$ cat src/rtl/bbc_pkg.sv
// ---------------------------------------------------------------------------
// bbc_pkg
// Types and constants shared by the bracket balance checker modules.
// ---------------------------------------------------------------------------
`default_nettype none

package bbc_pkg;

   // Deepest nesting the opener stack holds.
   localparam int MAX_DEPTH = 64;
   // Width of a count from 0 to MAX_DEPTH.
   localparam int DEPTH_W   = $clog2(MAX_DEPTH + 1);
   // Width of an index into the stack memory.
   localparam int ADDR_W    = (MAX_DEPTH > 1) ? $clog2(MAX_DEPTH) : 1;

   localparam logic [7:0] CH_QUOTE  = 8'h22;
   localparam logic [7:0] CH_ROPEN  = 8'h28;
   localparam logic [7:0] CH_RCLOSE = 8'h29;
   localparam logic [7:0] CH_SOPEN  = 8'h5B;
   localparam logic [7:0] CH_SCLOSE = 8'h5D;

   // Opener kinds as stored on the stack.
   localparam logic KIND_ROUND  = 1'b0;
   localparam logic KIND_SQUARE = 1'b1;

   typedef struct packed {
      logic [7:0] character;
      logic       last;
   } bbc_req_type;

   typedef struct packed {
      logic valid_res;
      logic overflow;
   } bbc_rsp_type;

   // Command from the byte parser to the stack.
   typedef struct packed {
      logic push;
      logic pop;
      logic kind;
      logic clear;
   } bbc_stack_cmd_type;

   // Stack status seen by the byte parser.
   typedef struct packed {
      logic empty;
      logic one;
      logic full;
      logic tos;
   } bbc_stack_stat_type;

endpackage

`default_nettype wire

$ cat src/rtl/bbc_stack_ram.sv
// ---------------------------------------------------------------------------
// bbc_stack_ram
// One-bit-wide synchronous memory holding the stacked opener kinds.
// ---------------------------------------------------------------------------
`default_nettype none

module bbc_stack_ram (
   input  wire logic                       clock,
   input  wire logic                       wr_en,
   input  wire logic [bbc_pkg::ADDR_W-1:0] wr_addr,
   input  wire logic                       wr_data,
   input  wire logic [bbc_pkg::ADDR_W-1:0] rd_addr,
   output logic                            rd_data
);

   logic mem [bbc_pkg::MAX_DEPTH];

   always_ff @(posedge clock) begin
      if (wr_en) begin
         mem[wr_addr] <= wr_data;
      end
   end

   // Read-before-write: a same-address read returns the old contents.
   always_ff @(posedge clock) begin
      rd_data <= mem[rd_addr];
   end

endmodule

`default_nettype wire

$ cat src/rtl/bbc_stack.sv
// ---------------------------------------------------------------------------
// bbc_stack
// Opener stack: top entry in a register, the rest in memory, with the
// entry below the top prefetched every cycle.
// ---------------------------------------------------------------------------
`default_nettype none

module bbc_stack (
   input  wire logic                        clock,
   input  wire logic                        reset,
   input  wire bbc_pkg::bbc_stack_cmd_type  cmd,
   output bbc_pkg::bbc_stack_stat_type      stat
);

   logic [bbc_pkg::DEPTH_W-1:0] depth_ff, depth_in;
   logic                        tos_ff, tos_in;
   logic                        fwd_ff, fwd_in;
   logic                        fwd_data_ff;

   logic                        wr_en;
   logic [bbc_pkg::DEPTH_W-1:0] wr_index;
   logic [bbc_pkg::DEPTH_W-1:0] rd_index;
   logic                        rd_data;
   logic                        below;

   // A push writes the old top exactly where the next prefetch reads, so
   // the written bit is forwarded for one cycle.
   assign below = fwd_ff ? fwd_data_ff : rd_data;

   always_comb begin
      depth_in = depth_ff;
      tos_in   = tos_ff;
      if (cmd.clear) begin
         depth_in = '0;
      end else if (cmd.push) begin
         depth_in = depth_ff + bbc_pkg::DEPTH_W'(1);
         tos_in   = cmd.kind;
      end else if (cmd.pop) begin
         depth_in = depth_ff - bbc_pkg::DEPTH_W'(1);
         tos_in   = below;
      end
   end

   assign wr_en    = cmd.push && !cmd.clear && (depth_ff != '0);
   assign wr_index = depth_ff - bbc_pkg::DEPTH_W'(1);
   assign rd_index = depth_in - bbc_pkg::DEPTH_W'(2);
   assign fwd_in   = wr_en;

   bbc_stack_ram u_ram (
      .clock   (clock),
      .wr_en   (wr_en),
      .wr_addr (wr_index[bbc_pkg::ADDR_W-1:0]),
      .wr_data (tos_ff),
      .rd_addr (rd_index[bbc_pkg::ADDR_W-1:0]),
      .rd_data (rd_data)
   );

   always_ff @(posedge clock) begin
      if (reset) begin
         depth_ff <= '0;
         fwd_ff   <= 1'b0;
      end else begin
         depth_ff <= depth_in;
         fwd_ff   <= fwd_in;
      end
   end

   always_ff @(posedge clock) begin
      tos_ff      <= tos_in;
      fwd_data_ff <= tos_ff;
   end

   assign stat.empty = (depth_ff == '0);
   assign stat.one   = (depth_ff == bbc_pkg::DEPTH_W'(1));
   assign stat.full  = (depth_ff == bbc_pkg::DEPTH_W'(bbc_pkg::MAX_DEPTH));
   assign stat.tos   = tos_ff;

endmodule

`default_nettype wire

$ cat src/rtl/bracket_balance_checker_core.sv
// ---------------------------------------------------------------------------
// bracket_balance_checker_core
// Checks byte strings for balanced round and square brackets, with double
// quotes masking brackets, and reports one verdict per string.
// ---------------------------------------------------------------------------
// Usage: the sender presents one byte of a string per beat on req_data, with
// req_data.last set on the final byte. Strings hold at least one byte. The
// block takes one byte every cycle while req_stall is low; each byte does
// at most one stack push or pop and one compare, as the top opener sits in
// a register and the entry below it is prefetched from the stack memory.
// Bytes that are not the last produce no beat on the response channel.
// The last byte produces one response beat in the cycle after it is accepted:
// rsp_data.valid_res is set when the brackets matched, the stack ended empty,
// no quote was left open and the nesting never went beyond MAX_DEPTH;
// rsp_data.overflow is set when a push was attempted at full depth.
// After the last byte all string state clears, so the next byte starts a
// new string. Reset clears the state at once; there is no clearing pass,
// since stack entries are only ever read after being written.
// The response sits in an output register. While it waits and rsp_stall is
// high, req_stall is raised; otherwise bytes keep flowing.
// ---------------------------------------------------------------------------
`default_nettype none

module bracket_balance_checker_core (
   input  wire logic                 clock,
   input  wire logic                 reset,
   input  wire logic                 req_valid,
   output logic                      req_stall,
   input  wire bbc_pkg::bbc_req_type req_data,
   output logic                      rsp_valid,
   input  wire logic                 rsp_stall,
   output bbc_pkg::bbc_rsp_type      rsp_data
);

   // String state held in flops; the opener kinds live in the stack.
   logic in_quotes_ff, in_quotes_in;
   logic mismatch_ff,  mismatch_in;
   logic overflow_ff,  overflow_in;

   logic                 rsp_valid_ff;
   bbc_pkg::bbc_rsp_type rsp_data_ff;

   bbc_pkg::bbc_stack_cmd_type  stack_cmd;
   bbc_pkg::bbc_stack_stat_type stack_stat;

   logic accept;
   logic last_beat;
   logic active;
   logic outside;
   logic is_open;
   logic is_close;
   logic want_kind;
   logic push_req;
   logic pop_req;
   logic mismatch_set;
   logic overflow_set;
   logic empty_after;
   logic verdict_ok;

   // The input only waits when a finished response is held up downstream.
   assign req_stall = rsp_valid_ff && rsp_stall;
   assign accept    = req_valid && !req_stall;
   assign last_beat = accept && req_data.last;

   // Once a string has failed, its bytes are ignored, quotes included.
   assign active = accept && !mismatch_ff && !overflow_ff;

   always_comb begin
      in_quotes_in = in_quotes_ff;
      if (active && (req_data.character == bbc_pkg::CH_QUOTE)) begin
         in_quotes_in = !in_quotes_ff;
      end
   end

   // Brackets count only outside quotes, judged after the toggle above.
   assign outside  = active && !in_quotes_in;
   assign is_open  = (req_data.character == bbc_pkg::CH_ROPEN) ||
                     (req_data.character == bbc_pkg::CH_SOPEN);
   assign is_close = (req_data.character == bbc_pkg::CH_RCLOSE) ||
                     (req_data.character == bbc_pkg::CH_SCLOSE);
   assign push_req = outside && is_open;
   assign pop_req  = outside && is_close;

   assign want_kind = (req_data.character == bbc_pkg::CH_SCLOSE) ?
                      bbc_pkg::KIND_SQUARE : bbc_pkg::KIND_ROUND;

   // A push at full depth stores nothing and fails the string. A closer on
   // an empty stack, or on an opener of the other kind, fails it as well.
   assign overflow_set = push_req && stack_stat.full;
   assign mismatch_set = pop_req &&
                         (stack_stat.empty || (stack_stat.tos != want_kind));

   assign stack_cmd.push  = push_req && !stack_stat.full;
   assign stack_cmd.pop   = pop_req && !stack_stat.empty;
   assign stack_cmd.kind  = (req_data.character == bbc_pkg::CH_SOPEN) ?
                            bbc_pkg::KIND_SQUARE : bbc_pkg::KIND_ROUND;
   assign stack_cmd.clear = last_beat;

   bbc_stack u_stack (
      .clock (clock),
      .reset (reset),
      .cmd   (stack_cmd),
      .stat  (stack_stat)
   );

   assign mismatch_in = mismatch_ff || mismatch_set;
   assign overflow_in = overflow_ff || overflow_set;

   // Stack emptiness as it stands after this byte.
   always_comb begin
      if (stack_cmd.push) begin
         empty_after = 1'b0;
      end else if (stack_cmd.pop) begin
         empty_after = stack_stat.one;
      end else begin
         empty_after = stack_stat.empty;
      end
   end

   assign verdict_ok = !mismatch_in && !overflow_in && empty_after && !in_quotes_in;

   always_ff @(posedge clock) begin
      if (reset || last_beat) begin
         in_quotes_ff <= 1'b0;
         mismatch_ff  <= 1'b0;
         overflow_ff  <= 1'b0;
      end else begin
         in_quotes_ff <= in_quotes_in;
         mismatch_ff  <= mismatch_in;
         overflow_ff  <= overflow_in;
      end
   end

   // Output register: loaded on a last byte, emptied when the beat is taken.
   always_ff @(posedge clock) begin
      if (reset) begin
         rsp_valid_ff <= 1'b0;
      end else if (last_beat) begin
         rsp_valid_ff <= 1'b1;
      end else if (!rsp_stall) begin
         rsp_valid_ff <= 1'b0;
      end
   end

   always_ff @(posedge clock) begin
      if (last_beat) begin
         rsp_data_ff.valid_res <= verdict_ok;
         rsp_data_ff.overflow  <= overflow_in;
      end
   end

   assign rsp_valid = rsp_valid_ff;
   assign rsp_data  = rsp_data_ff;

endmodule

`default_nettype wire

$ cat config.mk
export PLATFORM = sky130hd
export DESIGN_NAME = bracket_balance_checker_core
export DESIGN_NICKNAME = d
export VERILOG_FILES = /design/src/rtl/bbc_pkg.sv /design/src/rtl/bbc_stack_ram.sv /design/src/rtl/bbc_stack.sv /design/src/rtl/bracket_balance_checker_core.sv
export SDC_FILE = /design/constraint.sdc
export NUM_CORES = 1
export LEC_CHECK = 0
export BUFFER_PORTS_ARGS = -buffer_cell sky130_fd_sc_hd__buf_4
export CAP_MARGIN = 30
export CORE_MARGIN = 2
export CORE_UTILIZATION = 60
export CTS_CLUSTER_SIZE = 30
export DETAILED_ROUTE_END_ITERATION = 12
export GPL_ROUTABILITY_DRIVEN = 0
export PLACE_DENSITY = 0.9
export SLEW_MARGIN = 20
export SYNTH_ARGS = -nofsm -noshare
export SYNTH_HDL_FRONTEND = slang
export SYNTH_SLANG_ARGS = --single-unit
$ cat constraint.sdc
create_clock -name clock -period 6.9 [get_ports clock]
set_input_delay 0.345 -clock clock [delete_from_list [all_inputs] [get_ports clock]]
set_output_delay 0.345 -clock clock [all_outputs]
set_load 0.02 [all_outputs]
* Word-level counts from Yosys, hierarchy flattened
Memory sizes are Yosys's and may differ from the RTL's. A register that Yosys moved wholly into a read port is not among the register bits. Cells that the tools add are included.
Word-level totals: bits in registers 16, memories 1, bits of input ports 13, word-level logic and storage cells 77, RAM bits 64, output and inout port bits 4
Memory list:
- u_stack.u_ram.mem | depth 64, width 1, read ports 1, clocked after memory_dff 1, write ports 1, RTL line bbc_stack_ram.sv:16 | logic mem [bbc_pkg::MAX_DEPTH];
Operators by class: mux-type cells 15, $add $sub $neg 3, reductions and logical operators 38, equality and inequality tests 9, bitwise operators 1
Operators by type and width (number):
- == test 8 x 6 -> 1 bit, second input constant | 3
- 2-to-1 mux 7 bit | 3
- logical AND 1 bit | 18
- == test 8 x 7 -> 1 bit, second input constant | 2
- 2-to-1 mux 1 bit | 12
- zero test 1 bit | 10
- adder 7 x 1 -> 7 bit, second input constant | 1
- == test 7 x 1 -> 1 bit, second input constant | 1
- == test 7 bit, second input constant | 1
- zero test 7 bit | 1
- nonzero test 7 bit | 1
- subtractor 7 x 1 -> 7 bit, second input constant | 1
- logical OR 1 bit | 6
- subtractor 6 x 2 -> 6 bit, second input constant | 1
- inequality test 2 x 1 -> 1 bit, second input constant | 1
- AND reduction 2 bit | 1
- nonzero test 2 bit | 1
- inequality test 1 bit | 1
- NOT 1 bit | 1

* Longest topological paths before layout
Gate-level depths: netlist of the first run.
depth in word-level cells 16, depth in mapped cells 18, depth with buffers taken out 16

* Cells and area by module
Synthesis of the first run repeated with hierarchy kept, for this count alone.
Unflattened totals: cell total of the unflattened synthesis 335, area, all modules 4100.2 µm²
Modules (own cells, without submodules):
- bbc_stack_ram | instances 1, cells an instance 204, area an instance 2914.0 µm², seq. area each 1941.9 µm²
- bbc_stack | instances 1, cells an instance 86, area an instance 735.7 µm², seq. area each 210.2 µm²
- bracket_balance_checker_core | instances 1, cells an instance 45, area an instance 450.4 µm², seq. area each 140.1 µm²

* Least setup slack after synthesis of the first run
No wires, ideal clock.
kind input to register, start in req_data[5] (netlist name), end reg u_stack.u_ram.rd_data (read register of u_stack.u_ram.mem), required time 6.777 ns, arrival time 3.635 ns, buffers on the path 0, setup slack 3.142 ns, stages 14, library setup time 0.123 ns, cell sequence or4b_1 o22ai_1 o211ai_2 nor2_1 a21oi_1 a21oi_2 inv_2 ha_1 xnor2_4 mux4_2 mux2_4 nor3b_2 a21oi_1 nor4b_1
On the way: cells in the longest elaborated chain, start to end 11, elaborated cells on any way between the ends 19, classes of those cells add/sub (1); eq/ne (5); mux (4); reduce/logical (9)
RTL lines:
- from (decl) | RTL line bracket_balance_checker_core.sv:29 | input wire bbc_pkg::bbc_req_type req_data,
- == test 8 x 6 -> 1 bit | RTL line bracket_balance_checker_core.sv:70 | if (active && (req_data.character == bbc_pkg::CH_QUOTE)) begin
- logical AND 1 bit | RTL line bracket_balance_checker_core.sv:70
- 2-to-1 mux 1 bit | RTL line bracket_balance_checker_core.sv:70
- zero test 1 bit | RTL line bracket_balance_checker_core.sv:76 | assign outside = active && !in_quotes_in;
- logical AND 1 bit | RTL line bracket_balance_checker_core.sv:76
- logical AND 1 bit | RTL line bracket_balance_checker_core.sv:82 | assign pop_req = outside && is_close;
- logical AND 1 bit | RTL line bracket_balance_checker_core.sv:94 | assign stack_cmd.pop = pop_req && !stack_stat.empty;
- 2-to-1 mux 7 bit | RTL line bbc_stack.sv:38 | end else if (cmd.pop) begin
- 2-to-1 mux 7 bit (*) | RTL line bbc_stack.sv:35 | end else if (cmd.push) begin
- 2-to-1 mux 7 bit (*) | RTL line bbc_stack.sv:33 | if (cmd.clear) begin
- subtractor 6 x 2 -> 6 bit (*) | RTL line bbc_stack.sv:46 | assign rd_index = depth_in - bbc_pkg::DEPTH_W'(2);
- to (decl) | RTL line bbc_stack_ram.sv:13 | output logic rd_data
Mark *: on every way between the ends. The rest lies on a longest branch, timed or not. A chain may end at the register's enable or synchronous reset.

* Final worst setup path of the first run
start reg u_stack.depth_ff[0] (netlist name), end reg u_stack.u_ram.rd_data (read register of u_stack.u_ram.mem)
On the way: cells in the longest elaborated chain, start to end 7, elaborated cells on any way between the ends 12, classes of those cells add/sub (3); eq/ne (1); mux (3); reduce/logical (5)
RTL lines:
- from (decl) | RTL line bbc_stack.sv:15 | logic [bbc_pkg::DEPTH_W-1:0] depth_ff, depth_in;
- from (signal assigned) | RTL line bbc_stack.sv:63 | depth_ff <= depth_in;
- parallel branches: the longest is 4 deep, another holds subtractor 7 x 1 -> 7 bit
- 2-to-1 mux 7 bit (*) | RTL line bbc_stack.sv:35
- 2-to-1 mux 7 bit (*) | RTL line bbc_stack.sv:33
- subtractor 6 x 2 -> 6 bit (*) | RTL line bbc_stack.sv:46
Every way passes the cells marked *.

==> results of run 1 <==
final timing paths:
path | endpoint | slack, ps | cells past startpoint
hold reg to reg | rsp_valid$_SDFFE_PP0P_ | 530 | 2
setup reg to reg | u_stack.u_ram.rd_data$_DFF_P_ | 2320 | 14
hold / removal | u_stack.depth_ff[5]$_SDFF_PP0_ | 210 | 2
setup / recovery | u_stack.u_ram.rd_data$_DFF_P_ | 2320 | 14
cells by family (layout without fill, tap and decap cells):
logic type                 count (synthesis)  count (layout)  synth area share
and+or+nand+nor                          170             170             0.204
DFF                                       81              81             0.533
AOI/OAI and AO/OA                         42              42            0.0837
muxes                                     27              27             0.115
buffers and inverters                     19              40            0.0206
xor gates and xnor gates                  12              12            0.0331
adders and majority gates                  4               4            0.0116
power groups by stage:
stage | logic [uW] | registers (uW) | clock network [uW]
global route | 28.3 | 522 | 385
floorplan | 14.0 | 534 | 0
CTS | 25.8 | 522 | 368
global placement | 24.9 | 533 | 0
detailed placement | 25.7 | 534 | 0
finish | 25.9 | 522 | 362
per-layer routing:
layer	global-route usage	wire length (um)	vias to the layer above
met3	0.0569	726	19
met2	0.409	4550	162
met5	0	0	-
met4	0.123	190	0
li1	-	-	1373
met1	0.338	3660	1446
critical path: cells and delay by family (launching register included):
family                   cells  cell delay, ps
AO/OA/AOI/OAI                2             370
buffers and inverters        2             300
XOR/XNOR                     1             630
multiplexers                 3             970
AND/OR/NAND/NOR              4             790
adder cells (fa/ha/maj)      2             690
flip-flops                   1             710
per-stage QoR:
stage | cells | cell area, sq um | total power (uW)
floorplan | 355 | 4300 | 548
global placement | 456 | 4490 | 558
detailed placement | 456 | 4490 | 559
CTS | 472 | 4690 | 916
global route | 472 | 4690 | 935
finish | 472 | 4690 | 910
cells in the mapped netlist (3+ instances only):
cell / count / area share
nand4_1: 5 / 0.0073
ha_1: 4 / 0.012
xnor2_1: 7 / 0.014
and2_1: 6 / 0.0087
edfxtp_1: 67 / 0.47
nand2_1: 17 / 0.015
a21oi_1: 9 / 0.010
dfxtp_1: 14 / 0.065
mux2i_1: 8 / 0.019
clkbuf_1: 6 / 0.0052
mux4_1: 4 / 0.024
o2111ai_1: 4 / 0.0081
nor2_1: 87 / 0.076
inv_1: 6 / 0.0052
nand3b_1: 5 / 0.0087
xor2_1: 3 / 0.0061
mux4_2: 12 / 0.063
nand3_1: 10 / 0.012
and3_1: 6 / 0.0087
nor3_1: 8 / 0.0093
nor3b_1: 6 / 0.010
layout make-up:
type                       instances  area, sq um  area share
sequential                        81         2290       0.488
multi-input combinational        255         1920       0.410
timing repair buffer              17          128      0.0272
clock buffer                       9          124      0.0264
tap                               96          120      0.0256
clock inverter                     7         81.3      0.0173
inverter                           7         26.3     0.00560
placed cells by master, fill, tap and decap left out, types with 3 or more instances in the layout:
cell type,n
nor2_1,87
edfxtp_1,67
nand2_1,17
buf_4,17
dfxtp_1,14
mux4_2,12
nand3_1,10
a21oi_1,9
clkbuf_8,9
nor3_1,8
mux2i_1,8
xnor2_1,7
inv_1,6
nor3b_1,6
and3_1,6
and2_1,6
nand3b_1,5
nand4_1,5
o2111ai_1,4
mux4_1,4
ha_1,4
inv_6,4
xor2_1,3
==> results.tsv, run 1 <==
stage	metric	value	unit
status	outcome	finished, final reports clean	
timing	skew	15.8	ps
clocking	cts_made_buffers	9	
clocking	clock_sinks	81	
synth	syn_inst	355	
drt	first_pass_iters	5	
synth	postSynthAreaPerCell	12.1	sq um
timing	slew_headroom	0.512	
pwr	switching_share	0.224	
drt	routedWlPerCell	19.3	um
final_layout	final_core_util	0.683	
timing	setup_viol	0	
synth	synth_flop_cell	edfxtp_1	
timing	period_share	0.663	
final_layout	top_register	u_stack.u_ram.mem	
timing	drv_slew	0	
drt	ant_nets	0	
drt	vias	3000	
pwr	power_density	194	nW/um^2
global_route	grt_antenna_before_repair	0	
final_layout	largest_reg_flops	64	
drt	drc	0	
die	initial_core_util	0.627	
die	die_x	88.7	um
drt	routed_wl	9130	um
timing	hold_violations	0	
placement	pre_cts_ws	2350	ps
synth	ys_warn_count	0	
clocking	post_cts_buffers	0	
timing	fin_hold_ws	206	ps
critical_path	crit_chain	inv_1 -> ha_1 -> and3_1 -> nor2_1 -> a21oi_1 -> a21oi_2 -> inv_2 -> ha_1 -> xnor2_4 -> mux4_1 -> mux2i_1 -> mux2i_1 -> nor3b_1 -> nor4b_1	
synth	synth.cell_area	4300	sq um
worst_hold_path	min-delay-start	reset	
final_layout	syn2layout_area_growth	9.07	%
timing	worst_slew_pin_slew	730	ps
clocking	clock_latency	370	ps
timing	finalCriticalPeriod	4580	ps
pwr	p_seq_frac	0.574	
clocking	clock_tree.root_cell	clkbuf_8	
clocking	clk_path_buf_depth	2	
placement	dpl.hpwl	6410	um
timing	timing.setup.tns	0	ps
pwr	p_sw	204	uW
clocking	htree_levels	3	
job	cap_violations	0	
critical_path	cp.required	7160	ps
final_layout	fin_nets	388	
die	std_cell_rows	30	
synth	synth_edf_count	67	
synth	seq_area_frac_synth	0.533	
die	pin_count	17	
synth	ys_seq_elements	81	
global_route	grt_max_degree	67	
critical_path	cp_slowest_cell	dfxtp_1	
global_route	grt.overflow.total	0	
final_layout	fillCellCount	493	
worst_hold_path	min_path_type	input port to flip-flop	
pwr	p_int	707	uW
timing	worst_slack	2320	ps
clocking	cts_tree	yes	
clocking	cts_hold_buf	0	
global_route	grt_usage	0.257	
placement	io_buffers	16	
pwr	vdd.ir_drop.worst	0.000147	V
final_layout	diodes	0	
final_layout	drive_above_1_share	0.194	
critical_path	worst-path-max-fanout	16	
critical_path	start_kind	flip-flop	
critical_path	path_class	flip-flop to flip-flop	
critical_path	worstPathArrival	4840	ps
clocking	cts_resized	0	
die	die_h	88.7	um
global_route	grt_pass1_vias	2871	
clocking	clk_pin_slew	90	ps
critical_path	slowest_delay	710	ps
die	die_area	7870	sq um
critical_path	cp-end-kind	flip-flop	
die	core	6870	sq um
timing	fmax	0.218	GHz
synth	async_flop_share	0	
drt	drt_iter0_drc	249	
critical_path	crit_start	u_stack.depth_ff[0]$_SDFF_PP0_	
drt	via_per_inst	6.36	
pwr	p_leak	0.00155	uW
synth	netlist-cell-type-count	66	
critical_path	r2r-start	u_stack.depth_ff[0]$_SDFF_PP0_	
global_route	grt_pass1_wl	14700	um
timing	rsz0062_at_grt	no	
pwr	pwr-share-comb	0.028	
pwr	p_clk_frac	0.398	
synth	synth_fp_nets	372	
No activity file was read; power rests on OpenSTA's default activity.
==> run 2, diff against run 1 <==
- CORE_UTILIZATION: 60 -> 56
- PLACE_DENSITY: 0.9 -> 0.88
- clock period: 6.9 -> 4.1 ns (I/O delays scaled with it)
==> results.tsv, run 2 (same netlist as run 1, synthesis figures left out) <==
stage	metric	value	unit
status	outcome	finished, final reports clean	
pwr	p_clk_frac	0.365	
final_layout	multi_input_area	1930	sq um
pwr	power_density	304	nW/um^2
pwr	switching_share	0.230	
die	initial_core_util	0.587	
critical_path	r2r_end	u_stack.u_ram.rd_data$_DFF_P_	
timing	fmax	0.257	GHz
die	std_cell_rows	31	
final_layout	syn2layout_area_growth	11.5	%
timing	rsz0062_at_grt	no	
timing	drv_slew	0	
critical_path	regToRegSetupSlack	200	ps
worst_hold_path	min_path_type	input port to flip-flop	
timing	hold_violations	0	
timing	slew_headroom	0.582	
final_layout	drive_above_1_share	0.224	
critical_path	cp_top_family	simple AND/OR/NAND/NOR gates	
timing	timing.setup.tns	0	ps
drt	routed_wl	9570	um
drt	first_pass_iters	5	
critical_path	cp_slowest_cell	mux4_1	
critical_path	r2r-start	in_quotes_ff$_SDFF_PP0_	
critical_path	cp.depth	15	
clocking	clock_tree.root_cell	clkbuf_8	
critical_path	worstPathArrival	4140	ps
clocking	cts_tree	yes	
timing	worst_slack	203	ps
placement	dpl.hpwl	6500	um
critical_path	cp.required	4340	ps
final_layout	regArea	2290	sq um
die	pin_count	17	
worst_hold_path	min-delay-start	reset	
timing	skew	15.9	ps
timing	period_share	0.951	
global_route	grt.overflow.total	0	
die	die_area	8400	sq um
clocking	clk_pin_slew	100	ps
critical_path	start_kind	flip-flop	
global_route	grt_max_degree	67	
pwr	p_int	1120	uW
critical_path	cp-end-kind	flip-flop	
drt	drc	0	
drt	vias	3101	
pwr	p_seq_frac	0.603	
die	die_h	91.7	um
timing	finalCriticalPeriod	3900	ps
clocking	cts_made_buffers	9	
pwr	fin_total_pwr	1460	uW
critical_path	worst-path-max-fanout	8	
worst_hold_path	whs_path_depth	2	
final_layout	largest_reg_flops	64	
drt	via_per_inst	6.32	
pwr	pwr-share-comb	0.032	
final_layout	fillCellCount	520	
global_route	grt_antenna_before_repair	0	
drt	routedWlPerCell	19.5	um
pwr	p_leak	0.00161	uW
pwr	p_sw	336	uW
critical_path	critPathBufInv	1	
global_route	grt_pass1_vias	2999	
global_route	grt_usage	0.239	
placement	pre_cts_ws	12.8	ps
critical_path	crit_chain	or3_1 -> a211oi_4 -> o211ai_2 -> nor2_1 -> a32oi_1 -> xnor2_1 -> nand2_1 -> ha_1 -> xnor2_4 -> buf_4 -> mux4_1 -> mux2i_1 -> mux2i_1 -> nor3b_1 -> nor4b_1	
final_layout	diodes	0	
drt	drt_iter0_drc	363	
worst_hold_path	hold_end	rsp_valid$_SDFFE_PP0P_	
global_route	grt_pass1_wl	15200	um
pwr	vdd.ir_drop.worst	0.000192	V
die	die_x	91.7	um
critical_path	path_class	flip-flop to flip-flop	
clocking	clk_path_buf_depth	2	
drt	ant_nets	0	
timing	setup_viol	0	
critical_path	r2r_cells	15	
final_layout	layout_common_cells	nor2_1, edfxtp_1, buf_4	
critical_path	worst_path_most_repeated_cell	mux2i_1	
clocking	htree_levels	3	
clocking	clock_sinks	81	
placement	io_buffers	16	
final_layout	top_register	u_stack.u_ram.mem	
job	cap_violations	0	
critical_path	slowest_delay	560	ps
final_layout	fin_nets	404	
timing	worst_slew_pin_slew	626	ps
die	core	7330	sq um
clocking	clock_latency	360	ps
final_layout	layout_commonest_cell	nor2_1	
run 2: final cells by class:
type | count | share of cell area
multi-input cells | 255 | 0.402
clock inverters | 7 | 0.0112
repair buffers | 33 | 0.0516
clock buffers | 9 | 0.0258
flip-flops and latches | 81 | 0.478
inverters | 7 | 0.00548
well taps | 99 | 0.0258
run 2: through the flow:
step                      hold WS [ps]  utilization  instance area (sq um)  std cells
after floorplan                    395            -                   4300        355
after global placement             444        0.624                   4580        470
after detailed placement           443        0.624                   4580        470
after CTS                         66.7        0.648                   4750        486
after global routing              79.8        0.655                   4800        491
final                             75.8        0.655                   4800        491
run 2: power groups by stage:
| stage | Clock (uW) | Combinational (uW) | Sequential (uW) |
|---|---|---|---|
| after floorplan | 0 | 23.6 | 899 |
| after global placement | 0 | 42.5 | 898 |
| after detailed placement | 0 | 43.5 | 898 |
| after CTS | 532 | 43.6 | 879 |
| after global routing | 563 | 50.7 | 879 |
| final | 532 | 47.3 | 879 |
run 2: worst max-delay path by stage:
stage	start	endpoint	slack, ps
floorplan	u_stack.depth_ff[0]$_SDFF_PP0_	u_stack.u_ram.rd_data$_DFF_P_	350
global placement	req_data[5]	u_stack.u_ram.rd_data$_DFF_P_	200
detailed placement	req_data[5]	u_stack.u_ram.rd_data$_DFF_P_	10
CTS	in_quotes_ff$_SDFF_PP0_	u_stack.u_ram.rd_data$_DFF_P_	10
global route	in_quotes_ff$_SDFF_PP0_	u_stack.u_ram.rd_data$_DFF_P_	20
finish	in_quotes_ff$_SDFF_PP0_	u_stack.u_ram.rd_data$_DFF_P_	200
run 2: what timing repair did:
action,CTS,global route
endpoints found under the hold margin,0,0
gates resized for setup,0,1
setup endpoints to repair,0,1
hold buffers,0,0
buffers inserted,0,5
run 2: worst reg2reg max path: stages (launching register included):
cell and delay, ps:
dfxtp_1 360, or3_1 420, a211oi_4 240, o211ai_2 260, nor2_1 220, a32oi_1 100, xnor2_1 240, nand2_1 90
ha_1 290, xnor2_4 250, buf_4 190, mux4_1 560, mux2i_1 160, mux2i_1 90, nor3b_1 220, nor4b_1 80
run 2: per-layer routing:
layer	wire [um]	GRT usage	share of wire
met1	3710	0.307	0.39
met2	4800	0.395	0.50
met3	765	0.0452	0.080
met4	291	0.111	0.030
met5	0	0	0
